===== src/rtl/core/lqmp_pkg.sv =====
package lqmp_pkg;

    localparam int TIME_WIDTH    = 24;
    localparam int PENALTY_WIDTH = 24;
    localparam int SILENCE_WIDTH = 24;
    localparam int ELAPSED_WIDTH = 16;
    localparam int INTERVAL_WIDTH = 16;
    localparam int CMP_WIDTH     = (TIME_WIDTH > PENALTY_WIDTH) ? TIME_WIDTH : PENALTY_WIDTH;
    localparam int ADDR_WIDTH    = 4;
    localparam int DATA_WIDTH    = 32;

    typedef logic [TIME_WIDTH-1:0]     time_t;
    typedef logic [PENALTY_WIDTH-1:0]  penalty_t;
    typedef logic [INTERVAL_WIDTH-1:0] interval_t;
    typedef logic [1:0]                reg_index_t;

    localparam reg_index_t REG_TIMEOUT       = 2'd0;
    localparam reg_index_t REG_GOOD_INTERVAL = 2'd1;
    localparam reg_index_t REG_BAD_INTERVAL  = 2'd2;
    localparam reg_index_t REG_INIT_PENALTY  = 2'd3;

    localparam logic [SILENCE_WIDTH-1:0] TIMEOUT_RESET       = SILENCE_WIDTH'(10000);
    localparam interval_t                GOOD_INTERVAL_RESET = INTERVAL_WIDTH'(33);
    localparam interval_t                BAD_INTERVAL_RESET  = INTERVAL_WIDTH'(100);
    localparam penalty_t                 INIT_PENALTY_RESET  = PENALTY_WIDTH'(1000);

    localparam penalty_t PENALTY_FLOOR = PENALTY_WIDTH'(1000);
    localparam penalty_t PENALTY_MAX   = {PENALTY_WIDTH{1'b1}};
    localparam time_t    STABLE_PERIOD = TIME_WIDTH'(10000);
    localparam time_t    TIME_MAX      = {TIME_WIDTH{1'b1}};

    function automatic time_t sat_add(input time_t a, input logic [ELAPSED_WIDTH-1:0] b);
        logic [TIME_WIDTH:0] s;
        s = {1'b0, a} + (TIME_WIDTH+1)'(b);
        return s[TIME_WIDTH] ? TIME_MAX : s[TIME_WIDTH-1:0];
    endfunction

endpackage


===== src/rtl/core/link_quality_mode_pacer.sv =====
// Congestion mode pacer for one connection. Each tick beat on the input
// channel carries the elapsed time, the silence since the last received
// packet and an RTT-good flag; exactly one result beat follows, carrying the
// timeout flag, the mode after the step, the send trigger and the current
// penalty. A tick is taken every cycle unless a waiting result is stalled:
// one pass of compares, saturating adds and shifts feeds the state and result
// registers, and a result register decouples the output, so throughput is one
// beat per cycle and a result appears in the cycle after its tick. Config
// writes apply to the next tick; a written initial penalty loads only at timeout.
module link_quality_mode_pacer (
    input  logic                                clk,
    input  logic                                rst_n,
    input  logic                                in_valid,
    output logic                                in_stall,
    input  logic [lqmp_pkg::ELAPSED_WIDTH-1:0]  elapsed_ms,
    input  logic [lqmp_pkg::SILENCE_WIDTH-1:0]  since_received_ms,
    input  logic                                rtt_good,
    output logic                                out_valid,
    input  logic                                out_stall,
    output logic                                timed_out,
    output logic                                good_mode,
    output logic                                send_now,
    output logic [lqmp_pkg::PENALTY_WIDTH-1:0]  penalty_ms,
    input  logic                                psel,
    input  logic                                penable,
    input  logic                                pwrite,
    input  logic [lqmp_pkg::ADDR_WIDTH-1:0]     paddr,
    input  logic [lqmp_pkg::DATA_WIDTH-1:0]     pwdata,
    output logic [lqmp_pkg::DATA_WIDTH-1:0]     prdata,
    output logic                                pready
);

    logic [lqmp_pkg::SILENCE_WIDTH-1:0] timeout_reg;
    lqmp_pkg::interval_t                good_interval_reg;
    lqmp_pkg::interval_t                bad_interval_reg;
    lqmp_pkg::penalty_t                 init_penalty_reg;

    logic                 mode_good_reg, mode_good_next;
    lqmp_pkg::time_t      stable_reg, stable_next;
    lqmp_pkg::time_t      switch_reg, switch_next;
    lqmp_pkg::time_t      send_timer_reg, send_timer_next;
    lqmp_pkg::penalty_t   penalty_reg, penalty_next;

    logic                 out_valid_reg;
    logic                 timed_out_reg, timed_out_next;
    logic                 send_now_reg, send_now_next;

    logic                 in_accept;
    logic                 cfg_write;
    lqmp_pkg::reg_index_t cfg_index;
    lqmp_pkg::penalty_t   reset_penalty;
    lqmp_pkg::time_t      stable_add, switch_add, send_add;
    lqmp_pkg::penalty_t   halved;
    lqmp_pkg::time_t      interval;

    assign pready    = 1'b1;
    assign cfg_write = psel && penable && pwrite && pready;
    assign cfg_index = paddr[lqmp_pkg::ADDR_WIDTH-1:2];

    always_ff @(posedge clk or negedge rst_n)
    begin
        if (!rst_n)
        begin
            timeout_reg       <= lqmp_pkg::TIMEOUT_RESET;
            good_interval_reg <= lqmp_pkg::GOOD_INTERVAL_RESET;
            bad_interval_reg  <= lqmp_pkg::BAD_INTERVAL_RESET;
            init_penalty_reg  <= lqmp_pkg::INIT_PENALTY_RESET;
        end
        else if (cfg_write)
        begin
            case (cfg_index)
                lqmp_pkg::REG_TIMEOUT:
                    timeout_reg <= pwdata[lqmp_pkg::SILENCE_WIDTH-1:0];
                lqmp_pkg::REG_GOOD_INTERVAL:
                    good_interval_reg <= pwdata[lqmp_pkg::INTERVAL_WIDTH-1:0];
                lqmp_pkg::REG_BAD_INTERVAL:
                    bad_interval_reg <= pwdata[lqmp_pkg::INTERVAL_WIDTH-1:0];
                lqmp_pkg::REG_INIT_PENALTY:
                    init_penalty_reg <= pwdata[lqmp_pkg::PENALTY_WIDTH-1:0];
                default: ;
            endcase
        end
    end

    always_comb
    begin
        case (cfg_index)
            lqmp_pkg::REG_TIMEOUT:
                prdata = lqmp_pkg::DATA_WIDTH'(timeout_reg);
            lqmp_pkg::REG_GOOD_INTERVAL:
                prdata = lqmp_pkg::DATA_WIDTH'(good_interval_reg);
            lqmp_pkg::REG_BAD_INTERVAL:
                prdata = lqmp_pkg::DATA_WIDTH'(bad_interval_reg);
            lqmp_pkg::REG_INIT_PENALTY:
                prdata = lqmp_pkg::DATA_WIDTH'(init_penalty_reg);
            default:
                prdata = '0;
        endcase
    end

    // Hold the tick while a result waits and is not taken.
    assign in_stall  = out_valid_reg && out_stall;
    assign in_accept = in_valid && !in_stall;

    assign reset_penalty = (init_penalty_reg < lqmp_pkg::PENALTY_FLOOR)
                         ? lqmp_pkg::PENALTY_FLOOR : init_penalty_reg;
    assign stable_add = lqmp_pkg::sat_add(stable_reg, elapsed_ms);
    assign switch_add = lqmp_pkg::sat_add(switch_reg, elapsed_ms);
    assign send_add   = lqmp_pkg::sat_add(send_timer_reg, elapsed_ms);
    assign halved     = penalty_reg >> 1;

    always_comb
    begin
        mode_good_next  = mode_good_reg;
        stable_next     = stable_reg;
        switch_next     = switch_reg;
        send_timer_next = send_timer_reg;
        penalty_next    = penalty_reg;
        timed_out_next  = 1'b0;
        send_now_next   = 1'b0;
        interval        = '0;

        if (since_received_ms >= timeout_reg)
        begin
            mode_good_next  = 1'b0;
            stable_next     = '0;
            switch_next     = '0;
            send_timer_next = '0;
            penalty_next    = reset_penalty;
            timed_out_next  = 1'b1;
        end
        else
        begin
            stable_next = stable_add;
            switch_next = switch_add;

            if (mode_good_reg && !rtt_good)
            begin
                mode_good_next = 1'b0;
                if (switch_add <= lqmp_pkg::STABLE_PERIOD)
                begin
                    penalty_next = penalty_reg[lqmp_pkg::PENALTY_WIDTH-1]
                                 ? lqmp_pkg::PENALTY_MAX : (penalty_reg << 1);
                end
                switch_next = '0;
            end
            else if (mode_good_reg)
            begin
                if (stable_add >= lqmp_pkg::STABLE_PERIOD)
                begin
                    stable_next  = '0;
                    penalty_next = (halved < lqmp_pkg::PENALTY_FLOOR)
                                 ? lqmp_pkg::PENALTY_FLOOR : halved;
                end
            end
            else if (rtt_good)
            begin
                if (lqmp_pkg::CMP_WIDTH'(switch_add) >= lqmp_pkg::CMP_WIDTH'(penalty_reg))
                begin
                    stable_next    = '0;
                    switch_next    = '0;
                    mode_good_next = 1'b1;
                end
            end
            else
            begin
                switch_next = '0;
            end

            interval = mode_good_next ? lqmp_pkg::TIME_WIDTH'(good_interval_reg)
                                      : lqmp_pkg::TIME_WIDTH'(bad_interval_reg);
            if (send_add >= interval)
            begin
                send_timer_next = '0;
                send_now_next   = 1'b1;
            end
            else
            begin
                send_timer_next = send_add;
            end
        end
    end

    always_ff @(posedge clk or negedge rst_n)
    begin
        if (!rst_n)
        begin
            mode_good_reg  <= 1'b0;
            stable_reg     <= '0;
            switch_reg     <= '0;
            send_timer_reg <= '0;
            penalty_reg    <= lqmp_pkg::INIT_PENALTY_RESET;
            out_valid_reg  <= 1'b0;
        end
        else
        begin
            if (in_accept)
            begin
                mode_good_reg  <= mode_good_next;
                stable_reg     <= stable_next;
                switch_reg     <= switch_next;
                send_timer_reg <= send_timer_next;
                penalty_reg    <= penalty_next;
                out_valid_reg  <= 1'b1;
            end
            else if (!out_stall)
            begin
                out_valid_reg <= 1'b0;
            end
        end
    end

    always_ff @(posedge clk)
    begin
        if (in_accept)
        begin
            timed_out_reg <= timed_out_next;
            send_now_reg  <= send_now_next;
        end
    end

    assign out_valid  = out_valid_reg;
    assign timed_out  = timed_out_reg;
    assign good_mode  = mode_good_reg;
    assign send_now   = send_now_reg;
    assign penalty_ms = penalty_reg;

`ifndef NO_ASSERTIONS
    a_timeout_clears_mode: assert property (@(posedge clk) disable iff (!rst_n)
        out_valid_reg && timed_out_reg |-> !mode_good_reg && !send_now_reg)
        else $error("timeout beat reports good mode or send");

    a_penalty_floor: assert property (@(posedge clk) disable iff (!rst_n)
        penalty_reg >= lqmp_pkg::PENALTY_FLOOR)
        else $error("penalty below floor");

    a_accept_gives_result: assert property (@(posedge clk) disable iff (!rst_n)
        in_accept |=> out_valid_reg)
        else $error("accepted tick produced no result");

    a_mode_change_on_tick: assert property (@(posedge clk) disable iff (!rst_n)
        $rose(mode_good_reg) |-> $past(in_accept))
        else $error("mode changed without a tick");
`endif

endmodule

===== config.mk =====
export PLATFORM = sky130hd
export DESIGN_NAME = link_quality_mode_pacer
export DESIGN_NICKNAME = d
export VERILOG_FILES = /design/src/rtl/core/lqmp_pkg.sv /design/src/rtl/core/link_quality_mode_pacer.sv
export SDC_FILE = /design/constraint.sdc
export NUM_CORES = 1
export LEC_CHECK = 0
export ABC_AREA = 1
export BUFFER_PORTS_ARGS = -buffer_cell sky130_fd_sc_hd__buf_2
export CORE_ASPECT_RATIO = 1.75
export CORE_MARGIN = 10
export CORE_UTILIZATION = 30
export DETAILED_ROUTE_END_ITERATION = 8
export PLACE_DENSITY_LB_ADDON = 0.1
export RECOVER_POWER = 25
export SLEW_MARGIN = 20
export SYNTH_ARGS = -nofsm -noshare
export SYNTH_HDL_FRONTEND = slang
export SYNTH_SLANG_ARGS = --single-unit

===== constraint.sdc =====
create_clock -name clk -period 4.5 [get_ports clk]
set_input_delay 0.9 -clock clk [delete_from_list [all_inputs] [get_ports clk]]
set_output_delay 0.9 -clock clk [all_outputs]
set_load 0.01 [all_outputs]

# ---- Yosys cells after proc, flatten, opt, wreduce, memory -nomap -nowiden
# Index checks and enable logic that the tools add are counted.
dict set report totals {
  out_inout_bits 62
  ff_bits 180
  inputBits 84
  wordCells 78
}
dict set report op_classes {
  eq_ne 5
  add_sub_neg 3
  n_mux 36
  magnitude_cmp 7
  reduce_logical 15
}
# cell n
set ops {}
lappend ops {{$mux W24} 23}
lappend ops {{$pmux W32 S4} 1}
lappend ops {{$add A24 B16 Y25} 3}
lappend ops {{$ge A24 B24 Y1} 2}
lappend ops {{$ge A24 B14 Y1 const B} 1}
lappend ops {{$ge A24 B16 Y1} 1}
lappend ops {{$le A24 B14 Y1 const B} 1}
lappend ops {{$lt A24 B10 Y1 const B} 1}
lappend ops {{$lt A23 B10 Y1 const B} 1}
lappend ops {{$mux W23} 1}
lappend ops {{$mux W16} 1}
lappend ops {{$mux W1} 10}
lappend ops {{$reduce_and A2 Y1} 4}
lappend ops {{$reduce_bool A3 Y1} 2}
lappend ops {{$logic_and A1 B1 Y1} 5}
lappend ops {{$eq A2 B2 Y1 const B} 2}
lappend ops {{$reduce_and A4 Y1} 1}
lappend ops {{$ne A3 B2 Y1 const B} 1}
lappend ops {{$eq A2 B1 Y1 const B} 1}
lappend ops {{$logic_not A1 Y1} 2}
lappend ops {{$logic_not A2 Y1} 1}
lappend ops {{$ne A2 B1 Y1 const B} 1}

# ---- Logic depth before layout (Yosys ltp)
# Gate-level depths: netlist of the first run.
dict set report depth {
  ltp_word 12
  mapped_depth 36
  depth_no_buf 34
}

# ---- Least setup slack after synthesis of the first run
# Ideal clock, no wire load.
dict set report synth_path {
  kind {input port to flip-flop}
  startpoint {in elapsed_ms[0] (netlist bit)}
  endpoint {reg send_timer_reg[7]}
  path_buffers 3
  setup_ps 117
  path_slack_ps -883
  arrival_time_ps 5266
  stages 33
  required_ps 4383
  path_cell_list {ha_1 > fa_1 > nand3_1 > nand2_2 > nand2_2 > nand2_2 > nand3_1 > nand2_1 > buf_6 > nor2_1 > inv_1 > ha_1 > a21oi_1 > o21ai_0 > nand2_1 > o211ai_1 > nand3_1 > nand4_1 > or2_2 > nand2_1 > buf_2 > mux2i_1 > ha_1 > nand2_1 > inv_1 > nand3_1 > nor2_1 > nand3_1 > nor3_1 > nor2_2 > buf_6 > nand3_2 > nand2_1}
}
dict set report synth_via {
  elab_chain_len 12
  elab_cells_between_ends 14
  cone_classes {2 x add/sub; 2 x order compare; 10 x mux}
}
# element line
set synth_lines {}
lappend synth_lines {{from (decl)} link_quality_mode_pacer.sv:15} ;# input logic [lqmp_pkg::ELAPSED_WIDTH-1:0] elapsed_ms,
lappend synth_lines {{$add A24 B16 Y25} lqmp_pkg.sv:34} ;# s = {1'b0, a} + (TIME_WIDTH+1)'(b);
lappend synth_lines {{$mux W24} lqmp_pkg.sv:35} ;# return s[TIME_WIDTH] ? TIME_MAX : s[TIME_WIDTH-1:0];
lappend synth_lines {{$ge A24 B24 Y1} link_quality_mode_pacer.sv:158} ;# if (lqmp_pkg::CMP_WIDTH'(switch_add) >= lqmp_pkg::CMP_WIDTH'(penalty_reg))
lappend synth_lines {{$mux W1} link_quality_mode_pacer.sv:158}
lappend synth_lines {{$mux W1} link_quality_mode_pacer.sv:156} ;# else if (rtt_good)
lappend synth_lines {{$mux W1} link_quality_mode_pacer.sv:147} ;# else if (mode_good_reg)
lappend synth_lines {{$mux W1} link_quality_mode_pacer.sv:137} ;# if (mode_good_reg && !rtt_good)
lappend synth_lines {{$mux W1} link_quality_mode_pacer.sv:123} ;# if (since_received_ms >= timeout_reg)
lappend synth_lines {{$mux W16} link_quality_mode_pacer.sv:170} ;# interval = mode_good_next ? lqmp_pkg::TIME_WIDTH'(good_interval_reg)
lappend synth_lines {{$ge A24 B16 Y1} link_quality_mode_pacer.sv:172} ;# if (send_add >= interval)
lappend synth_lines {{$mux W24 *} link_quality_mode_pacer.sv:172}
lappend synth_lines {{$mux W24 *} link_quality_mode_pacer.sv:123}
lappend synth_lines {{to (signal assigned)} link_quality_mode_pacer.sv:202} ;# send_timer_reg <= send_timer_next;
lappend synth_lines {{to (decl)} link_quality_mode_pacer.sv:41} ;# lqmp_pkg::time_t send_timer_reg, send_timer_next;
# Every way passes the cells marked *; elsewhere a longest branch is shown, timed or not. The select of a mux whose other input is x is not followed.
# A chain may end at the register's enable or synchronous reset.

# ---- Worst setup path after layout of the first run
dict set report layout_path {
  startpoint {in elapsed_ms[0] (netlist bit)}
  endpoint {reg send_timer_reg[10]}
}
# The elaborated chain is that of the path after synthesis.

==> results.json, run 1 <==
{
  "min_from": "send_timer_reg[8]$_DFFE_PN0P_",
  "die_width_um": 186,
  "cts_buffer_depth": 2,
  "root_buffer": "clkbuf_16",
  "nNetsFinal": 2638,
  "setup_tns_ns": -7.47,
  "cellPowerDensity_nw_per_um2": 582,
  "ys_warn_count": 0,
  "numCtsBuffers": 17,
  "min_to": "send_timer_reg[8]$_DFFE_PN0P_",
  "rows": 106,
  "cts_sinks": 180,
  "fp.dieH_um": 310,
  "synth_flop_cell": "dfrtp_1",
  "crit_buf_inv": 6,
  "synthCells": 2130,
  "synthesis.area_um2": 14400,
  "start_kind": "input pin",
  "clkTransAtPathRegs_ns": 0.08,
  "synth-edff-count": 2,
  "setup_ws_ns": -0.468,
  "ys_ff_latch": 180,
  "yosysMostFrequentCell": "nand2_1",
  "power_w": 0.0109,
  "grt_pass1_wl_um": 86500,
  "critPathMaxFanout": 8,
  "hold_slack_ns": 0.489,
  "ys_seq_area_frac": 0.316,
  "stdcell_count": 3047,
  "drive_gt1_frac": 0.253,
  "pre_cts_ws_ns": -1.70,
  "drt_iter0_drc": 655,
  "synthToLayoutAreaGrowth_pct": 30.6,
  "dp_hpwl_um": 44600,
  "overflow": 0,
  "first_pass_iters": 8,
  "grt_pass1_vias": 15200,
  "reg2reg_depth": 32,
  "irDropWorstVdd_mv": 0.270,
  "grt_max_degree": 75,
  "ys_top_cells_by_area": "dfrtp_1 27%, nand2_1 18%, ha_1 9.7%",
  "violations": "capacitance limit, slew limit, setup timing",
  "slew_headroom": -0.344,
  "hold_viol": 0,
  "synth_commonest_cells": "672 x nand2_1, 297 x inv_1, 183 x o21ai_0, 156 x dfrtp_1, 146 x nand3_1",
  "critPathKind": "input pin to flip-flop",
  "synth.distinct_cells": 54,
  "track_usage": 0.196,
  "finalCritPeriodShare": 1.10,
  "max_freq_mhz": 201,
  "worstPathArrival_ns": 5.38,
  "post-synth-top-area-fraction": 0.271,
  "synthArstFlopShare": 0.989,
  "wl_um": 55900,
  "leakage_nw": 9.84,
  "start_util": 0.302,
  "cpPeakStageDelay_ns": 0.37,
  "ioPinCount": 146,
  "vias": 14800,
  "r2r_slack_ns": -0.38,
  "dp_cells": 2987,
  "yosysTopAreaCell": "dfrtp_1",
  "r2r_end": "send_timer_reg[10]$_DFFE_PN0P_",
  "slowest_stage": "fa_2",
  "fin_skew_ns": 0.0152,
  "avgSynthCellArea_um2": 6.76,
  "cp_top_family": "simple AND/OR/NAND/NOR gates",
  "drv_cap": 2,
  "wire_per_inst_um": 18.4,
  "fin_crit_ns": 4.97,
  "design.die.area_um2": 57500,
  "antenna_found_initial": 1,
  "port-buffer-count": 126,
  "worst_pin_slew_ns": 2.02,
  "status": "finished with violations",
  "min_path_type": "flip-flop to flip-flop",
  "via_per_inst": 4.87,
  "rsz0062_at_grt": "yes",
  "ctsHtreeMaxLevel": 4,
  "r2r_start": "switch_reg[0]$_DFFE_PN0P_",
  "clk_latency_ns": 0.48,
  "maxSlewViolCount": 145,
  "crit_path_end_kind": "flip-flop",
  "postRouteAntennaNets": 0,
  "cts_tree": "done",
  "drcViolationCount": 0,
  "place.gp.congestion": 0.908,
  "report.final.setup_viol": 17,
  "hold-path-cell-count": 2,
  "core_area_um2": 47600,
  "cp.required_ns": 4.92
}
## power breakdown
group / switching (W) / leakage (nW) / internal (W) / total, W
clock network: 0.000800 / 0.308 / 0.000896 / 0.00170
registers: 0.000450 / 2.31 / 0.00208 / 0.00253
logic: 0.00381 / 7.23 / 0.00291 / 0.00672
total: 0.00506 / 9.84 / 0.00589 / 0.0109
## cell usage in the layout, fill, tap and decap left out, types with 14 or more instances in the layout
| cell | count |
|---|---|
| nand2_1 | 642 |
| inv_1 | 289 |
| buf_4 | 215 |
| o21ai_0 | 174 |
| dfrtp_1 | 156 |
| nand3_1 | 133 |
| buf_2 | 117 |
| nor2_1 | 115 |
| ha_1 | 81 |
| a21oi_1 | 58 |
| nand4_1 | 57 |
| nand2_2 | 37 |
| ha_4 | 30 |
| nand3_2 | 25 |
| a21oi_2 | 23 |
| dfstp_2 | 22 |
| o22ai_1 | 20 |
| nor2_2 | 19 |
| clkbuf_16 | 18 |
| xor2_1 | 14 |
## layout make-up
cell class / instances / area [µm²]
repair buffers: 353 / 2490
clock inverters: 14 / 186
flip-flops and latches: 180 / 4540
multi-input cells: 1584 / 9270
inverters: 303 / 1140
well taps: 594 / 743
diodes: 1 / 2.50
clock buffers: 18 / 429
fillers: 5056 / 28800
## what timing repair did
item	CTS	global route
buffers inserted	19	6
gates resized for setup	109	73
hold buffers	0	0
pin swaps	30	41
endpoints found under the setup margin	17	17
cloned	1	1
## routing by layer
metal  track usage  wire length (µm)  up-vias
met5             0                 0        -
li1              -                 -     7504
met3        0.0313              2110       81
met1         0.210             21700     6935
met4        0.0843              2170        0
met2         0.367             30000      312
## worst reg2reg max path, delay by kind of cell, from the launching register on
kind / cells / cell delay [ns]
AND/OR/NAND/NOR: 17 / 1.87
buffers and inverters: 5 / 0.65
adder cells (fa/ha/maj): 4 / 1.09
multiplexers: 1 / 0.22
flip-flops: 1 / 0.42
AO/OA/AOI/OAI: 5 / 0.56
## cells by family after synthesis
kind of cell / count (synthesis) / share of synthesized area
adder cells (fa/ha/maj): 115 / 0.102
XOR/XNOR: 21 / 0.0128
buffers and inverters: 374 / 0.104
flip-flops: 180 / 0.316
other: 2 / 0.000522
multiplexers: 15 / 0.0104
AND/OR/NAND/NOR: 1104 / 0.335
AO/OA/AOI/OAI: 319 / 0.120
## through the flow
step            util  area [µm²]
4_1_cts        0.388       18500
3_3_place_gp   0.359       17100
2_1_floorplan      -       14500
6_report       0.395       18800
3_5_place_dp   0.359       17100
5_1_grt        0.395       18800
## how the worst max path moves through the flow
stage | start | end | slack [ns] | cells past startpoint
after floorplan | elapsed_ms[0] | send_timer_reg[10]$_DFFE_PN0P_ | -0.38 | 33
after global placement | elapsed_ms[0] | send_timer_reg[3]$_DFFE_PN0P_ | -1.62 | 31
after detailed placement | elapsed_ms[0] | send_timer_reg[5]$_DFFE_PN0P_ | -1.70 | 31
after CTS | elapsed_ms[0] | send_now$_SDFFCE_PN0P_ | -0.38 | 32
after global routing | elapsed_ms[13] | send_timer_reg[10]$_DFFE_PN0P_ | -0.66 | 31
final | elapsed_ms[0] | send_timer_reg[10]$_DFFE_PN0P_ | -0.47 | 33
Power figures use the tool's default switching activity.
==> run 2, diff against run 1 <==
Settings changed: CORE_ASPECT_RATIO 1.75 to not set, MAX_ROUTING_LAYER set to met4.
==> run 2 against run 1 <==
Sequential power rose by 2%. The run still ends with capacitance limit, slew limit, setup timing left. Clock power fell by 5%. Global-route usage fell by 0.62 points. First-iteration DRC count rose by 31%. Register-to-register slack barely moved. Combinational power fell by 4.5%. Count of clock-buffer cells in the layout fell by 1. Fmax rose by 0.48%. Wire length fell by 6.9%. Critical path depth rose by 1. Critical endpoint is now send_timer_reg[8]$_DFFE_PN0P_.
==> results.json, run 2 (synthesis gave the netlist of run 1 again) <==
{
  "status": "finished with violations",
  "violations": "capacitance limit, slew limit, setup timing",
  "first_pass_iters": 7,
  "cp.required_ns": 4.88,
  "r2r_end": "send_timer_reg[8]$_DFFE_PN0P_",
  "wire_per_inst_um": 17.0,
  "grt_max_degree": 109,
  "slew_headroom": -1.04,
  "setup_ws_ns": -0.444,
  "min_from": "send_timer_reg[15]$_DFFE_PN0P_",
  "vias": 14800,
  "numCtsBuffers": 17,
  "fp.dieH_um": 239,
  "drt_iter0_drc": 855,
  "port-buffer-count": 126,
  "critPathKind": "input pin to flip-flop",
  "diodes": 0,
  "start_util": 0.303,
  "slowest_stage": "fa_2",
  "min_path_type": "flip-flop to flip-flop",
  "layout_common_cells": "646 x nand2_1, 291 x inv_1, 212 x buf_4",
  "setup.worst_path.end": "send_timer_reg[8]$_DFFE_PN0P_",
  "reg2reg_depth": 33,
  "r2r_start": "switch_reg[0]$_DFFE_PN0P_",
  "crit_path_end_kind": "flip-flop",
  "start_kind": "input pin",
  "ioPinCount": 146,
  "power_w": 0.0106,
  "nNetsFinal": 2633,
  "track_usage": 0.190,
  "cts_sinks": 180,
  "synthToLayoutAreaGrowth_pct": 29.7,
  "die_width_um": 239,
  "core_area_um2": 47500,
  "final_common_cell": "nand2_1",
  "critPathMaxFanout": 8,
  "r2r_slack_ns": -0.38,
  "crit_start": "elapsed_ms[0]",
  "dp_cells": 3005,
  "ctsHtreeMaxLevel": 4,
  "clkTransAtPathRegs_ns": 0.08,
  "cts_tree": "done",
  "dp_hpwl_um": 40900,
  "crit_top_cell": "nand3_2",
  "cts_buffer_depth": 2,
  "report.final.setup_viol": 17,
  "worst_pin_slew_ns": 3.06,
  "leakage_nw": 9.83,
  "cellPowerDensity_nw_per_um2": 568,
  "design.die.area_um2": 57100,
  "worstPathArrival_ns": 5.33,
  "max_freq_mhz": 202,
  "irDropWorstVdd_mv": 0.375,
  "postCtsHoldBufs": 0,
  "place.gp.congestion": 0.892,
  "cpPeakStageDelay_ns": 0.41,
  "fin_crit_ns": 4.94,
  "wl_um": 52100,
  "hold_viol": 0,
  "postRouteAntennaNets": 0,
  "fill_cells": 5101,
  "root_buffer": "clkbuf_16",
  "fin_skew_ns": 0.0266,
  "antenna_found_initial": 0,
  "grt_pass1_wl_um": 83000,
  "grt_pass1_vias": 15000,
  "finalCritPeriodShare": 1.10,
  "overflow": 0,
  "drive_gt1_frac": 0.241,
  "rsz0062_at_grt": "yes",
  "stdcell_count": 3062,
  "clk_latency_ns": 0.50,
  "via_per_inst": 4.82,
  "rows": 80,
  "drcViolationCount": 0,
  "drv_cap": 1,
  "maxSlewViolCount": 108
}
-- run 2: timing repair --
item                                    4_1_cts  5_1_grt
pin swaps                                    51       27
setup buffers                                15        6
cloned                                        4        0
resized for setup                           120       36
endpoints found under the setup margin       17       17
-- run 2: area by class of cell --
cell class                 count  area, µm²  share of cell area
inverter                     303       1140              0.0609
tap                          615        769              0.0412
multi-input combinational   1586       9170               0.491
timing repair buffer         346       2430               0.130
clock inverter                15        200              0.0107
clock buffer                  17        425              0.0228
sequential                   180       4540               0.243
-- run 2: through the flow --
step | TNS, ns | worst slack, ns | cell area (µm²) | hold slack (ns) | util
floorplan | -5.49 | -0.381 | 14500 | 0.453 | -
global placement | -30.07 | -1.54 | 17100 | 0.466 | 0.359
detailed placement | -31.61 | -1.58 | 17100 | 0.470 | 0.359
CTS | -4.45 | -0.276 | 18500 | 0.493 | 0.389
global route | -11.30 | -0.691 | 18700 | 0.508 | 0.393
finish | -7.26 | -0.444 | 18700 | 0.491 | 0.393
-- run 2: layer usage --
layer | global-route usage | routed length (µm) | vias up
met5 | - | 0 | -
met4 | 0.0606 | 1220 | 0
met3 | 0.0287 | 1830 | 55
met2 | 0.298 | 23500 | 307
met1 | 0.247 | 25500 | 6871
li1 | - | - | 7521
-- run 2: where the power goes --
group | total, W | switching (W) | internal (W)
Combinational | 0.00642 | 0.00363 | 0.00279
Sequential | 0.00257 | 0.000496 | 0.00208
Clock | 0.00162 | 0.000781 | 0.000843
Total | 0.0106 | 0.00491 | 0.00571
-- run 2: worst min path at each step --
stage / end / slack (ns) / depth (start not counted)
floorplan: send_timer_reg[11]$_DFFE_PN0P_ / 0.45 / 2
global placement: stable_reg[0]$_DFFE_PN0P_ / 0.47 / 2
detailed placement: stable_reg[0]$_DFFE_PN0P_ / 0.47 / 2
CTS: timeout_reg[5]$_DFFE_PN0P_ / 0.49 / 2
global route: send_timer_reg[15]$_DFFE_PN0P_ / 0.51 / 2
finish: send_timer_reg[15]$_DFFE_PN0P_ / 0.49 / 2
-- run 2: worst max-delay path: cells and delay by family --
kind / cells / cell delay, ns
AND/OR/NAND/NOR: 19 / 1.89
multiplexers: 1 / 0.18
AO/OA/AOI/OAI: 3 / 0.54
adder cells (fa/ha/maj): 4 / 1.15
buffers and inverters: 7 / 0.64
